### src/sv/touch_sample_filter_and_events_top_defines.svh
// Assertion macros shared by the touch filter RTL.
// Included by the modules that carry concurrent assertions; no other dependencies.
`ifndef TOUCH_SAMPLE_FILTER_AND_EVENTS_TOP_DEFINES_SVH
`define TOUCH_SAMPLE_FILTER_AND_EVENTS_TOP_DEFINES_SVH

// Same-cycle implication, disabled while reset is asserted
`define TSFE_ASSERT_IMPL(lbl, clk, rst_n, ante, cons, msg) \
    lbl: assert property (@(posedge clk) disable iff (!(rst_n)) (ante) |-> (cons)) \
        else $error(msg);

// Next-cycle implication, disabled while reset is asserted
`define TSFE_ASSERT_NEXT(lbl, clk, rst_n, ante, cons, msg) \
    lbl: assert property (@(posedge clk) disable iff (!(rst_n)) (ante) |=> (cons)) \
        else $error(msg);

`endif

### src/sv/tsfe_pkg.sv
// Package for the touch sample filter: payload structs, codes, constants, FSM types.
// No dependencies; used by every module of the block.
`default_nettype none

package tsfe_pkg;

    // Field widths
    localparam int POS_W     = 12;
    localparam int CFG_IDX_W = 3;
    localparam int KIND_W    = 2;

    // Shared divider: 24-bit dividend covers a 12x12 scaling product
    localparam int DIV_W = 2 * POS_W;
    localparam int DVS_W = POS_W;

    // Defaults and fixed screen geometry
    localparam int SAMPLE_COUNT_DEF = 6;
    localparam int SCREEN_WIDTH     = 320;
    localparam int SCREEN_HEIGHT    = 240;
    localparam int MOVE_DEADBAND    = 8;

    // Request opcodes
    localparam logic OPC_SAMPLE = 1'b0;
    localparam logic OPC_POLL   = 1'b1;

    // Event kinds
    localparam logic [KIND_W-1:0] EV_DOWN = 2'd0;
    localparam logic [KIND_W-1:0] EV_MOVE = 2'd1;
    localparam logic [KIND_W-1:0] EV_UP   = 2'd2;
    localparam logic [KIND_W-1:0] EV_CAL  = 2'd3;

    // Configuration register indexes
    localparam logic [CFG_IDX_W-1:0] CFG_CAL_X_LO = 3'd0;
    localparam logic [CFG_IDX_W-1:0] CFG_CAL_X_HI = 3'd1;
    localparam logic [CFG_IDX_W-1:0] CFG_CAL_Y_LO = 3'd2;
    localparam logic [CFG_IDX_W-1:0] CFG_CAL_Y_HI = 3'd3;
    localparam logic [CFG_IDX_W-1:0] CFG_SWAP     = 3'd4;
    localparam logic [CFG_IDX_W-1:0] CFG_CAL_MODE = 3'd5;

    typedef struct packed {
        logic             opcode;
        logic             pen_down;
        logic [POS_W-1:0] raw_x;
        logic [POS_W-1:0] raw_y;
    } t_in_req;

    typedef struct packed {
        logic [KIND_W-1:0] event_kind;
        logic [POS_W-1:0]  pos_x;
        logic [POS_W-1:0]  pos_y;
    } t_out_req;

    typedef struct packed {
        logic [POS_W-1:0] x;
        logic [POS_W-1:0] y;
    } t_sample;

    typedef struct packed {
        logic busy;
        logic done;
    } t_div_stat;

    typedef enum logic [2:0] {
        ST_IDLE,
        ST_SCAN,
        ST_PREP,
        ST_DIV_GO,
        ST_DIV_WAIT,
        ST_DECIDE,
        ST_EMIT
    } t_state;

    typedef enum logic [1:0] {
        OP_MEAN_X,
        OP_MEAN_Y,
        OP_MAP_X,
        OP_MAP_Y
    } t_op;

endpackage

`default_nettype wire

### src/sv/touch_sample_filter_and_events_top.sv
// Channel   | Dir | Handshake                 | Payload
// --------- | --- | ------------------------- | -------------------------------------
// in        | in  | i_in_valid / o_in_stall   | i_in_req  (opcode, pen_down, raw x/y)
// out       | out | o_out_valid / i_out_stall | o_out_req (event_kind, pos_x, pos_y)
// cfg       | in  | i_cfg_valid / o_cfg_ready | i_cfg_index, i_cfg_data
//
// A pen-up poll waits for any output stall. A pen-down poll runs a store scan, then two
// averages and, outside calibration mode, up to two axis scalings on the shared 24-step
// divider. Input stall is high whenever the sequencer is not idle.
// Reset is synchronous, active low; the sample store is not cleared.
// A result waits in the output register while the output is stalled.
`default_nettype none

`include "touch_sample_filter_and_events_top_defines.svh"

module touch_sample_filter_and_events_top #(
    parameter int SAMPLE_COUNT = tsfe_pkg::SAMPLE_COUNT_DEF
) (
    input  wire                                i_clk,
    input  wire                                i_rst_n,
    input  wire                                i_in_valid,
    output logic                               o_in_stall,
    input  tsfe_pkg::t_in_req                  i_in_req,
    output logic                               o_out_valid,
    input  wire                                i_out_stall,
    output tsfe_pkg::t_out_req                 o_out_req,
    input  wire                                i_cfg_valid,
    output logic                               o_cfg_ready,
    input  wire  [tsfe_pkg::CFG_IDX_W-1:0]     i_cfg_index,
    input  wire  [tsfe_pkg::POS_W-1:0]         i_cfg_data
);

    localparam int POS_W  = tsfe_pkg::POS_W;
    localparam int DIV_W  = tsfe_pkg::DIV_W;
    localparam int DVS_W  = tsfe_pkg::DVS_W;
    localparam int ADDR_W = $clog2(SAMPLE_COUNT);
    localparam int FILL_W = $clog2(SAMPLE_COUNT + 1);
    localparam int SUM_W  = $clog2((SAMPLE_COUNT - 1) * ((1 << POS_W) - 1) + 1);
    localparam int DIFF_W = POS_W + 1;

    localparam logic [POS_W-1:0]  SCR_W   = POS_W'(tsfe_pkg::SCREEN_WIDTH);
    localparam logic [POS_W-1:0]  SCR_H   = POS_W'(tsfe_pkg::SCREEN_HEIGHT);
    localparam logic [DIFF_W-1:0] DB_LIM  = DIFF_W'(tsfe_pkg::MOVE_DEADBAND);
    localparam logic [DVS_W-1:0]  MEAN_DV = DVS_W'(SAMPLE_COUNT - 3);
    localparam logic [FILL_W-1:0] FILL_MAX = FILL_W'(SAMPLE_COUNT);

    // Configuration registers
    logic [POS_W-1:0] r_cal_x_lo, r_cal_x_hi, r_cal_y_lo, r_cal_y_hi;
    logic             r_swap, r_cal;

    // Sequencer and tracking state
    tsfe_pkg::t_state r_state, n_state;
    tsfe_pkg::t_op    r_op;
    logic [FILL_W-1:0] r_fill;
    logic [FILL_W-1:0] r_idx;
    logic              r_rd_vld;
    logic              r_pen_held;
    logic              r_was_held;
    logic [POS_W-1:0]  r_last_x, r_last_y;
    logic [POS_W-1:0]  r_rep_x, r_rep_y;

    // Scan accumulators and results
    logic [SUM_W-1:0]  r_sum_x, r_sum_y;
    logic [POS_W-1:0]  r_min_x, r_min_y, r_max_x, r_max_y;
    logic [POS_W-1:0]  r_mean_x, r_mean_y;
    logic [POS_W-1:0]  r_pos_x, r_pos_y;
    logic [DIV_W-1:0]  r_dividend;
    logic [DVS_W-1:0]  r_divisor;
    logic [tsfe_pkg::KIND_W-1:0] r_kind;

    // Output register
    logic               r_out_valid;
    tsfe_pkg::t_out_req r_out_req;

    // Handshake and unit signals
    logic              in_acc;
    logic              cfg_acc;
    logic              out_free;
    logic              out_load;
    logic              div_start;
    logic              scan_issue;
    logic              st_wr_en;
    tsfe_pkg::t_sample st_wr_data;
    tsfe_pkg::t_sample st_rd_data;
    logic [DIV_W-1:0]  div_quot;
    tsfe_pkg::t_div_stat div_stat;

    // Axis scaling operands
    logic              map_is_x;
    logic [POS_W-1:0]  map_avg, map_lo, map_hi, map_w;
    logic              map_eq, map_gt, map_skip;
    logic [DIFF_W-1:0] map_diff;
    logic [POS_W-1:0]  map_span;
    logic [DIV_W-1:0]  map_prod;
    logic [POS_W-1:0]  map_pass;
    logic [POS_W-1:0]  map_clamp;

    // Trimmed sums and deadband test
    logic [SUM_W-1:0]  mean_num_x, mean_num_y;
    logic [DIFF_W-1:0] dx, dy, adx, ady;
    logic              in_band;

    assign in_acc   = i_in_valid && !o_in_stall;
    assign cfg_acc  = i_cfg_valid && o_cfg_ready;
    assign out_free = !r_out_valid || !i_out_stall;

    // Configuration writes
    always_ff @(posedge i_clk) begin
        if (!i_rst_n) begin
            r_cal_x_lo <= '0;
            r_cal_x_hi <= '1;
            r_cal_y_lo <= '0;
            r_cal_y_hi <= '1;
            r_swap     <= 1'b0;
            r_cal      <= 1'b0;
        end else if (cfg_acc) begin
            case (i_cfg_index)
                tsfe_pkg::CFG_CAL_X_LO: r_cal_x_lo <= i_cfg_data;
                tsfe_pkg::CFG_CAL_X_HI: r_cal_x_hi <= i_cfg_data;
                tsfe_pkg::CFG_CAL_Y_LO: r_cal_y_lo <= i_cfg_data;
                tsfe_pkg::CFG_CAL_Y_HI: r_cal_y_hi <= i_cfg_data;
                tsfe_pkg::CFG_SWAP:     r_swap     <= i_cfg_data[0];
                tsfe_pkg::CFG_CAL_MODE: r_cal      <= i_cfg_data[0];
                default: ;
            endcase
        end
    end

    // Sample store
    assign st_wr_en     = in_acc && (i_in_req.opcode == tsfe_pkg::OPC_SAMPLE)
                          && (r_fill < FILL_MAX);
    assign st_wr_data.x = i_in_req.raw_x;
    assign st_wr_data.y = i_in_req.raw_y;

    tsfe_store #(
        .SAMPLE_COUNT (SAMPLE_COUNT)
    ) u_store (
        .i_clk     (i_clk),
        .i_wr_en   (st_wr_en),
        .i_wr_addr (r_fill[ADDR_W-1:0]),
        .i_wr_data (st_wr_data),
        .i_rd_addr (r_idx[ADDR_W-1:0]),
        .o_rd_data (st_rd_data)
    );

    // Shared divider
    tsfe_div u_div (
        .i_clk      (i_clk),
        .i_rst_n    (i_rst_n),
        .i_start    (div_start),
        .i_dividend (r_dividend),
        .i_divisor  (r_divisor),
        .o_quot     (div_quot),
        .o_stat     (div_stat)
    );

    // Trimmed sums: drop min and max of the scanned entries
    assign mean_num_x = r_sum_x - SUM_W'(r_min_x) - SUM_W'(r_max_x);
    assign mean_num_y = r_sum_y - SUM_W'(r_min_y) - SUM_W'(r_max_y);

    // Axis scaling operands for the current step
    always_comb begin
        map_is_x = (r_op == tsfe_pkg::OP_MAP_X);
        if (map_is_x) begin
            map_avg = r_swap ? r_mean_y : r_mean_x;
            map_lo  = r_cal_x_lo;
            map_hi  = r_cal_x_hi;
            map_w   = SCR_W;
        end else begin
            map_avg = r_swap ? r_mean_x : r_mean_y;
            map_lo  = r_cal_y_lo;
            map_hi  = r_cal_y_hi;
            map_w   = SCR_H;
        end
        map_eq   = (map_hi == map_lo);
        map_gt   = (map_hi > map_lo);
        map_diff = map_gt ? ({1'b0, map_avg} - {1'b0, map_lo})
                          : ({1'b0, map_lo} - {1'b0, map_avg});
        map_span = map_gt ? (map_hi - map_lo) : (map_lo - map_hi);
        map_prod = map_diff[POS_W-1:0] * map_w;
        map_skip = map_eq || map_diff[DIFF_W-1];
        // Equal span passes the average (above map_w, map_w - 1); a negative offset clamps to zero
        if (map_eq) begin
            map_pass = (map_avg > map_w) ? (map_w - POS_W'(1)) : map_avg;
        end else begin
            map_pass = '0;
        end
        map_clamp = (div_quot > DIV_W'(map_w)) ? (map_w - POS_W'(1)) : div_quot[POS_W-1:0];
    end

    // Deadband test against the last reported position
    always_comb begin
        dx      = {1'b0, r_rep_x} - {1'b0, r_pos_x};
        dy      = {1'b0, r_rep_y} - {1'b0, r_pos_y};
        adx     = dx[DIFF_W-1] ? (~dx + DIFF_W'(1)) : dx;
        ady     = dy[DIFF_W-1] ? (~dy + DIFF_W'(1)) : dy;
        in_band = (adx < DB_LIM) && (ady < DB_LIM);
    end

    // Next state
    always_comb begin
        n_state = r_state;
        case (r_state)
            tsfe_pkg::ST_IDLE: begin
                if (in_acc && (i_in_req.opcode == tsfe_pkg::OPC_POLL)) begin
                    if (i_in_req.pen_down) begin
                        n_state = tsfe_pkg::ST_SCAN;
                    end else if (r_pen_held) begin
                        n_state = tsfe_pkg::ST_EMIT;
                    end
                end
            end
            tsfe_pkg::ST_SCAN: begin
                if (r_idx == FILL_MAX) begin
                    n_state = tsfe_pkg::ST_PREP;
                end
            end
            tsfe_pkg::ST_PREP: begin
                if ((r_op == tsfe_pkg::OP_MAP_X || r_op == tsfe_pkg::OP_MAP_Y) && map_skip) begin
                    n_state = map_is_x ? tsfe_pkg::ST_PREP : tsfe_pkg::ST_DECIDE;
                end else begin
                    n_state = tsfe_pkg::ST_DIV_GO;
                end
            end
            tsfe_pkg::ST_DIV_GO: begin
                n_state = tsfe_pkg::ST_DIV_WAIT;
            end
            tsfe_pkg::ST_DIV_WAIT: begin
                if (div_stat.done) begin
                    case (r_op)
                        tsfe_pkg::OP_MEAN_X: n_state = tsfe_pkg::ST_PREP;
                        tsfe_pkg::OP_MEAN_Y: n_state = r_cal ? tsfe_pkg::ST_DECIDE
                                                             : tsfe_pkg::ST_PREP;
                        tsfe_pkg::OP_MAP_X:  n_state = tsfe_pkg::ST_PREP;
                        default:             n_state = tsfe_pkg::ST_DECIDE;
                    endcase
                end
            end
            tsfe_pkg::ST_DECIDE: begin
                if (r_cal || (r_was_held && in_band)) begin
                    n_state = tsfe_pkg::ST_IDLE;
                end else begin
                    n_state = tsfe_pkg::ST_EMIT;
                end
            end
            tsfe_pkg::ST_EMIT: begin
                if (out_free) begin
                    n_state = tsfe_pkg::ST_IDLE;
                end
            end
            default: n_state = tsfe_pkg::ST_IDLE;
        endcase
    end

    // Sequencer outputs
    always_comb begin
        o_in_stall = (r_state != tsfe_pkg::ST_IDLE);
        div_start  = (r_state == tsfe_pkg::ST_DIV_GO);
        scan_issue = (r_state == tsfe_pkg::ST_SCAN) && (r_idx < FILL_MAX);
        out_load   = (r_state == tsfe_pkg::ST_EMIT) && out_free;
    end

    // State and control registers
    always_ff @(posedge i_clk) begin
        if (!i_rst_n) begin
            r_state    <= tsfe_pkg::ST_IDLE;
            r_op       <= tsfe_pkg::OP_MEAN_X;
            r_fill     <= '0;
            r_idx      <= '0;
            r_rd_vld   <= 1'b0;
            r_pen_held <= 1'b0;
            r_was_held <= 1'b0;
            r_last_x   <= '0;
            r_last_y   <= '0;
            r_rep_x    <= '0;
            r_rep_y    <= '0;
        end else begin
            r_state  <= n_state;
            r_rd_vld <= scan_issue;
            if (scan_issue) begin
                r_idx <= r_idx + FILL_W'(1);
            end
            case (r_state)
                tsfe_pkg::ST_IDLE: begin
                    if (st_wr_en) begin
                        r_fill <= r_fill + FILL_W'(1);
                    end
                    if (in_acc && (i_in_req.opcode == tsfe_pkg::OPC_POLL)) begin
                        r_fill     <= '0;
                        r_idx      <= FILL_W'(1);
                        r_op       <= tsfe_pkg::OP_MEAN_X;
                        r_was_held <= r_pen_held;
                        if (!i_in_req.pen_down) begin
                            r_pen_held <= 1'b0;
                        end
                    end
                end
                tsfe_pkg::ST_PREP: begin
                    // A skipped scaling step advances straight to the next axis
                    if (r_op == tsfe_pkg::OP_MAP_X && map_skip) begin
                        r_op <= tsfe_pkg::OP_MAP_Y;
                    end
                end
                tsfe_pkg::ST_DIV_WAIT: begin
                    if (div_stat.done) begin
                        case (r_op)
                            tsfe_pkg::OP_MEAN_X: r_op <= tsfe_pkg::OP_MEAN_Y;
                            tsfe_pkg::OP_MEAN_Y: r_op <= tsfe_pkg::OP_MAP_X;
                            tsfe_pkg::OP_MAP_X:  r_op <= tsfe_pkg::OP_MAP_Y;
                            default:             r_op <= r_op;
                        endcase
                    end
                end
                tsfe_pkg::ST_DECIDE: begin
                    r_last_x   <= r_pos_x;
                    r_last_y   <= r_pos_y;
                    r_pen_held <= 1'b1;
                    if (!r_was_held || !in_band) begin
                        r_rep_x <= r_pos_x;
                        r_rep_y <= r_pos_y;
                    end
                end
                default: ;
            endcase
        end
    end

    // Scan accumulation and arithmetic payload
    always_ff @(posedge i_clk) begin
        if (in_acc && (i_in_req.opcode == tsfe_pkg::OPC_POLL)) begin
            r_sum_x <= '0;
            r_sum_y <= '0;
            r_min_x <= '1;
            r_min_y <= '1;
            r_max_x <= '0;
            r_max_y <= '0;
            r_kind  <= r_cal ? tsfe_pkg::EV_CAL : tsfe_pkg::EV_UP;
        end else if (r_rd_vld) begin
            r_sum_x <= r_sum_x + SUM_W'(st_rd_data.x);
            r_sum_y <= r_sum_y + SUM_W'(st_rd_data.y);
            if (st_rd_data.x < r_min_x) r_min_x <= st_rd_data.x;
            if (st_rd_data.y < r_min_y) r_min_y <= st_rd_data.y;
            if (st_rd_data.x > r_max_x) r_max_x <= st_rd_data.x;
            if (st_rd_data.y > r_max_y) r_max_y <= st_rd_data.y;
        end

        // Load divider operands
        if (r_state == tsfe_pkg::ST_PREP) begin
            case (r_op)
                tsfe_pkg::OP_MEAN_X: begin
                    r_dividend <= DIV_W'(mean_num_x);
                    r_divisor  <= MEAN_DV;
                end
                tsfe_pkg::OP_MEAN_Y: begin
                    r_dividend <= DIV_W'(mean_num_y);
                    r_divisor  <= MEAN_DV;
                end
                default: begin
                    r_dividend <= map_prod;
                    r_divisor  <= map_span;
                    if (map_skip) begin
                        if (map_is_x) r_pos_x <= map_pass;
                        else          r_pos_y <= map_pass;
                    end
                end
            endcase
        end

        // Collect quotients
        if (r_state == tsfe_pkg::ST_DIV_WAIT && div_stat.done) begin
            case (r_op)
                tsfe_pkg::OP_MEAN_X: r_mean_x <= div_quot[POS_W-1:0];
                tsfe_pkg::OP_MEAN_Y: begin
                    r_mean_y <= div_quot[POS_W-1:0];
                    r_pos_x  <= r_mean_x;
                    r_pos_y  <= div_quot[POS_W-1:0];
                end
                tsfe_pkg::OP_MAP_X:  r_pos_x <= map_clamp;
                default:             r_pos_y <= map_clamp;
            endcase
        end

        if (r_state == tsfe_pkg::ST_DECIDE) begin
            r_kind <= r_was_held ? tsfe_pkg::EV_MOVE : tsfe_pkg::EV_DOWN;
        end
    end

    // Output register; every event carries the last decided position
    always_ff @(posedge i_clk) begin
        if (!i_rst_n) begin
            r_out_valid <= 1'b0;
        end else if (out_load) begin
            r_out_valid <= 1'b1;
        end else if (!i_out_stall) begin
            r_out_valid <= 1'b0;
        end
    end

    always_ff @(posedge i_clk) begin
        if (out_load) begin
            r_out_req.event_kind <= r_kind;
            r_out_req.pos_x      <= r_last_x;
            r_out_req.pos_y      <= r_last_y;
        end
    end

    assign o_out_valid = r_out_valid;
    assign o_out_req   = r_out_req;
    assign o_cfg_ready = 1'b1;

    `TSFE_ASSERT_IMPL(a_div_start_idle, i_clk, i_rst_n, (r_state == tsfe_pkg::ST_DIV_GO), !div_stat.busy, "divider started while busy")
    `TSFE_ASSERT_NEXT(a_poll_down_scan, i_clk, i_rst_n, (in_acc && i_in_req.opcode == tsfe_pkg::OPC_POLL && i_in_req.pen_down), (r_state == tsfe_pkg::ST_SCAN), "pen-down poll did not start a scan")
    `TSFE_ASSERT_NEXT(a_poll_clears_fill, i_clk, i_rst_n, (in_acc && i_in_req.opcode == tsfe_pkg::OPC_POLL), (r_fill == '0), "poll left the sample fill count set")
    `TSFE_ASSERT_NEXT(a_emit_waits, i_clk, i_rst_n, (r_state == tsfe_pkg::ST_EMIT && r_out_valid && i_out_stall), (r_state == tsfe_pkg::ST_EMIT), "result dropped while output stalled")

endmodule

`default_nettype wire

### src/sv/tsfe_store.sv
// Raw sample store: one write port, one registered read port, x and y side by side.
// Depends on tsfe_pkg for the sample pair type.
`default_nettype none

module tsfe_store #(
    parameter int SAMPLE_COUNT = tsfe_pkg::SAMPLE_COUNT_DEF
) (
    input  wire                            i_clk,
    input  wire                            i_wr_en,
    input  wire  [$clog2(SAMPLE_COUNT)-1:0] i_wr_addr,
    input  tsfe_pkg::t_sample              i_wr_data,
    input  wire  [$clog2(SAMPLE_COUNT)-1:0] i_rd_addr,
    output tsfe_pkg::t_sample              o_rd_data
);

    tsfe_pkg::t_sample r_mem [SAMPLE_COUNT];
    tsfe_pkg::t_sample r_rd_data;

    // Write one pair per request
    always_ff @(posedge i_clk) begin
        if (i_wr_en) begin
            r_mem[i_wr_addr] <= i_wr_data;
        end
    end

    // Registered read
    always_ff @(posedge i_clk) begin
        r_rd_data <= r_mem[i_rd_addr];
    end

    assign o_rd_data = r_rd_data;

endmodule

`default_nettype wire

### src/sv/tsfe_div.sv
// Shared restoring divider, one quotient bit per cycle.
// Depends on tsfe_pkg for widths and the status struct; uses the assertion macro header.
`default_nettype none

`include "touch_sample_filter_and_events_top_defines.svh"

module tsfe_div (
    input  wire                            i_clk,
    input  wire                            i_rst_n,
    input  wire                            i_start,
    input  wire  [tsfe_pkg::DIV_W-1:0]     i_dividend,
    input  wire  [tsfe_pkg::DVS_W-1:0]     i_divisor,
    output logic [tsfe_pkg::DIV_W-1:0]     o_quot,
    output tsfe_pkg::t_div_stat            o_stat
);

    localparam int DIV_W = tsfe_pkg::DIV_W;
    localparam int DVS_W = tsfe_pkg::DVS_W;
    localparam int CNT_W = $clog2(DIV_W + 1);

    logic             r_busy;
    logic             r_done;
    logic [CNT_W-1:0] r_cnt;
    logic [DIV_W-1:0] r_quot;
    logic [DVS_W-1:0] r_rem;
    logic [DVS_W-1:0] r_dvs;

    logic [DVS_W:0]   rem_sh;
    logic             rem_ge;
    logic [DVS_W-1:0] n_rem;
    logic [DIV_W-1:0] n_quot;

    // One trial subtraction per cycle
    always_comb begin
        rem_sh = {r_rem, r_quot[DIV_W-1]};
        rem_ge = (rem_sh >= {1'b0, r_dvs});
        n_rem  = rem_ge ? DVS_W'(rem_sh - {1'b0, r_dvs}) : DVS_W'(rem_sh);
        n_quot = {r_quot[DIV_W-2:0], rem_ge};
    end

    // Control: count the steps, pulse done after the last one
    always_ff @(posedge i_clk) begin
        if (!i_rst_n) begin
            r_busy <= 1'b0;
            r_done <= 1'b0;
            r_cnt  <= '0;
        end else begin
            r_done <= 1'b0;
            if (i_start) begin
                r_busy <= 1'b1;
                r_cnt  <= CNT_W'(DIV_W);
            end else if (r_busy) begin
                r_cnt <= r_cnt - CNT_W'(1);
                if (r_cnt == CNT_W'(1)) begin
                    r_busy <= 1'b0;
                    r_done <= 1'b1;
                end
            end
        end
    end

    // Datapath: load operands, then shift quotient bits in
    always_ff @(posedge i_clk) begin
        if (i_start) begin
            r_quot <= i_dividend;
            r_rem  <= '0;
            r_dvs  <= i_divisor;
        end else if (r_busy) begin
            r_quot <= n_quot;
            r_rem  <= n_rem;
        end
    end

    assign o_quot      = r_quot;
    assign o_stat.busy = r_busy;
    assign o_stat.done = r_done;

    `TSFE_ASSERT_NEXT(a_div_done_pulse, i_clk, i_rst_n, r_done, !r_done, "divider done lasted more than one cycle")
    `TSFE_ASSERT_IMPL(a_div_done_idle, i_clk, i_rst_n, r_done, !r_busy, "divider done while still busy")

endmodule

`default_nettype wire
### config.mk
export PLATFORM = sky130hd
export DESIGN_NAME = touch_sample_filter_and_events_top
export DESIGN_NICKNAME = d
export VERILOG_FILES = /design/src/sv/tsfe_pkg.sv /design/src/sv/touch_sample_filter_and_events_top.sv /design/src/sv/tsfe_store.sv /design/src/sv/tsfe_div.sv
export VERILOG_INCLUDE_DIRS = /design/src /design/src/sv
export SDC_FILE = /design/constraint.sdc
export NUM_CORES = 1
export LEC_CHECK = 0
export BUFFER_PORTS_ARGS = -buffer_cell sky130_fd_sc_hd__buf_4
export CAP_MARGIN = 20
export CORE_MARGIN = 1
export CORE_UTILIZATION = 53
export DETAILED_ROUTE_END_ITERATION = 16
export PLACE_DENSITY = 0.72
export SLEW_MARGIN = 15
export SYNTH_ARGS = -nofsm -noshare
export SYNTH_HDL_FRONTEND = slang
export SYNTH_SLANG_ARGS = --single-unit
### constraint.sdc
create_clock -name i_clk -period 8.1 [get_ports i_clk]
set_clock_uncertainty 0.1 [all_clocks]
set_input_delay 1.215 -clock i_clk [delete_from_list [all_inputs] [get_ports i_clk]]
set_output_delay 1.215 -clock i_clk [all_outputs]
set_load 0.03 [all_outputs]
==> impl_metrics.yaml <==
synthesis:
  synthFlopType: "edfxtp_1"
  synth_edf_count: 267
  syn_area_sq_mm: 0.0300
  ys_seq_elements: 525
  synth_cell_type_count: 94
  ys_seq_area_share_pct: 44.0
  synth_area_per_cell_sq_um: 10.0
  async_flop_share_pct: 0
  synth_top_area_share_pct: 26.8
  ys_warn_count: 0
  synth_area_leaders: "edfxtp_1 (27%), dfxtp_1 (17%), ha_1 (11%), mux2i_1 (5.3%), nand2_1 (4.6%)"
  netlist_instances: 2983
  synthesis.nets: 3336
  synth_largest_area_cell: "edfxtp_1"
sta:
  min_period_ps: 7680
  final_max_slew_viol_count: 0
  finalSetupViolCount: 0
  fin_hold_ws_ps: 318
  slew_headroom_pct: 32.7
  finalCritPeriodShare_pct: 94.8
  hold_viol: 0
  tightestPinTransition_ps: 1010
  max_freq_mhz: 130
die:
  die_area_sq_mm: 0.0575
  initial_core_util_pct: 54.0
  die_h_um: 240
  core_sq_mm: 0.0555
  die-width_um: 240
  row_count: 86
  io_pins: 75
final_layout:
  nFillCells: 4591
  area_growth_pct: 11.2
  finish.instance_area_sq_mm: 0.0333
  most-common-layout-cells: "nand2_1 (369), edfxtp_1 (267), nor2_1 (266)"
  multi_input_area_sq_mm: 0.0156
  fin_nets: 3395
  regArea_sq_mm: 0.0132
  final_common_cell: "nand2_1"
  drive_gt1_share_pct: 9.78
critical_path:
  critPathArrivalTime_ps: 7960
  criticalPathCategory: "reg -> reg"
  path_delay_family: "adder cells"
  crit_path_end_kind: "flip-flop"
  crit_cells: 30
  crit_path_max_incr_delay_ps: 490
  regToRegEndpoint: "r_dividend[18]"
  rr_worst_depth: 30
  timing.rr.start: "r_op[0]"
  crit_start: "r_op[0]"
  crit_required_ps: 8380
  rrSetupSlack_ps: 420
  worst-path-max-fanout: 13
  start_kind: "flip-flop"
  path_buf_inv: 4
  cp_slowest_cell: "fa_1"
place:
  port_buffers: 73
  placed_area_sq_mm: 0.0314
  place.gp.congestion: 0.932
  dpl.hpwl_um: 51500
global_route:
  first_global_vias: 22100
  grt_pass1_wl_um: 114000
  grt_usage_pct: 24.9
  grt_start_max_net_pins: 75
  grt.overflow.total: 0
  antenna_found_initial: 1
route:
  via_per_inst: 5.74
  post_drt_wl_per_cell_um: 18.4
  num_vias: 22000
  drtIter0Drc: 1319
  route.detailed.drc: 0
  routed_wl_um: 70500
  firstDrtPassIters: 5
  ant_nets: 0
clock_tree:
  insertion_delay_ps: 640
  cts_max_level: 2
  hold_buffers: 0
  root_buffer: "clkbuf_16"
  clockBufferDepth: 3
  cts_tree: "yes"
  cts-buffers-inserted: 55
  clk_pin_slew_worst_paths_ps: 60
  cts.sinks: 525
worst_hold_path:
  worstHoldStart: "r_divisor[11]"
  holdPathStages: 0
  hold_class: "reg -> reg"
  min_to: "u_div.r_dvs[11]"
status:
  status: "complete, no violations"
pwr:
  p_leak_nw: 13.6
  p_per_area_mw_per_mm2: 333
  power_mw: 11.1
  ir_drop_uv: 231
job:
  cap_viol_max_count: 0
## cell families (layout without fill, tap and decap cells)
logic type	after synthesis	after routing	share of synthesized area (%)
xor+xnor	92	92	2.69
simple gates	924	924	13.8
buf+inv	337	443	4.33
compound gates	590	590	13.0
other cells	2	3	0.0251
flops	525	525	44.0
mux	206	206	8.02
fa+ha+maj	307	307	14.1
## flip-flops by register name, indices dropped and copies added (netlist names), 15 cells and up
name               flops
u_store.o_rd_data     24
r_sum_x               15
r_dividend            23
u_div.o_quot          24
r_sum_y               15
u_store.r_mem        144
o_out_req             26
## worst reg2reg max path: cells and delay by family (launching register included)
family / cells / cell delay, ps
xor+xnor: 2 / 430
simple gates: 2 / 420
flops: 1 / 400
mux: 2 / 470
fa+ha+maj: 8 / 2760
compound gates: 12 / 2200
buf+inv: 4 / 640
## where the power goes
part	internal, mW	total [mW]	leakage (nW)	switching [mW]
logic	2.19	5.07	8.17	2.88
registers	3.17	3.45	4.51	0.285
clock network	1.47	2.56	0.899	1.08
total	6.83	11.1	13.6	4.25
## layout make-up
cell class                      count  share of cell area [%]
Multi-Input combinational cell   2121                    46.7
Tap cell                          748                    2.81
Inverter                          209                    2.35
Timing Repair Buffer              130                    2.99
Clock inverter                     32                    1.08
Clock buffer                       72                    4.47
Sequential cell                   525                    39.6
Antenna cell                        1                 0.00751
## repair_timing
item / CTS / global route
setup endpoints to repair: 0 / 6
gates resized for setup: 0 / 6
buffers inserted: 0 / 7
## stage by stage
step / cells / TNS, ps / worst slack (ps) / utilization, %
6_report: 3838 / 0 / 417 / 60.0
5_1_grt: 3838 / -10.4 / -10.4 / 60.0
4_1_cts: 3829 / 0 / 50.0 / 59.8
3_5_place_dp: 3725 / 0 / 108 / 56.5
3_3_place_gp: 3725 / 0 / 315 / 56.5
2_1_floorplan: 2983 / 0 / 5.45 / -
## cells in the mapped netlist (18+ instances only)
library cell	count
mux2_2	20
dfxtp_1	258
fa_1	53
mux2i_1	158
a211oi_1	22
xnor2_1	57
a22oi_1	20
nand2_1	369
a21boi_0	63
clkbuf_1	101
a21o_1	55
xor2_1	35
or3_1	19
mux4_2	24
nand3_1	63
nor2_1	270
nor3_1	49
o21ai_0	101
ha_1	254
edfxtp_1	267
and2_1	18
nor2b_1	24
nand4_1	19
nand2b_1	20
a21oi_1	164
inv_1	208
## routing by layer
layer | track usage (%) | vias up | routed length [um]
met1 | 31.1 | 10700 | 29900
met2 | 44.3 | 511 | 35500
met5 | 0 | - | 0
li1 | - | 10700 | -
met4 | 9.27 | 0 | 2160
met3 | 2.60 | 125 | 2900
## worst max path at each step
stage                     endpoint
global placement    r_dividend[18]
CTS                 r_dividend[21]
detailed placement  r_dividend[21]
finish              r_dividend[18]
global route        r_dividend[18]
floorplan           r_dividend[18]
Power figures use the tool's default switching activity.
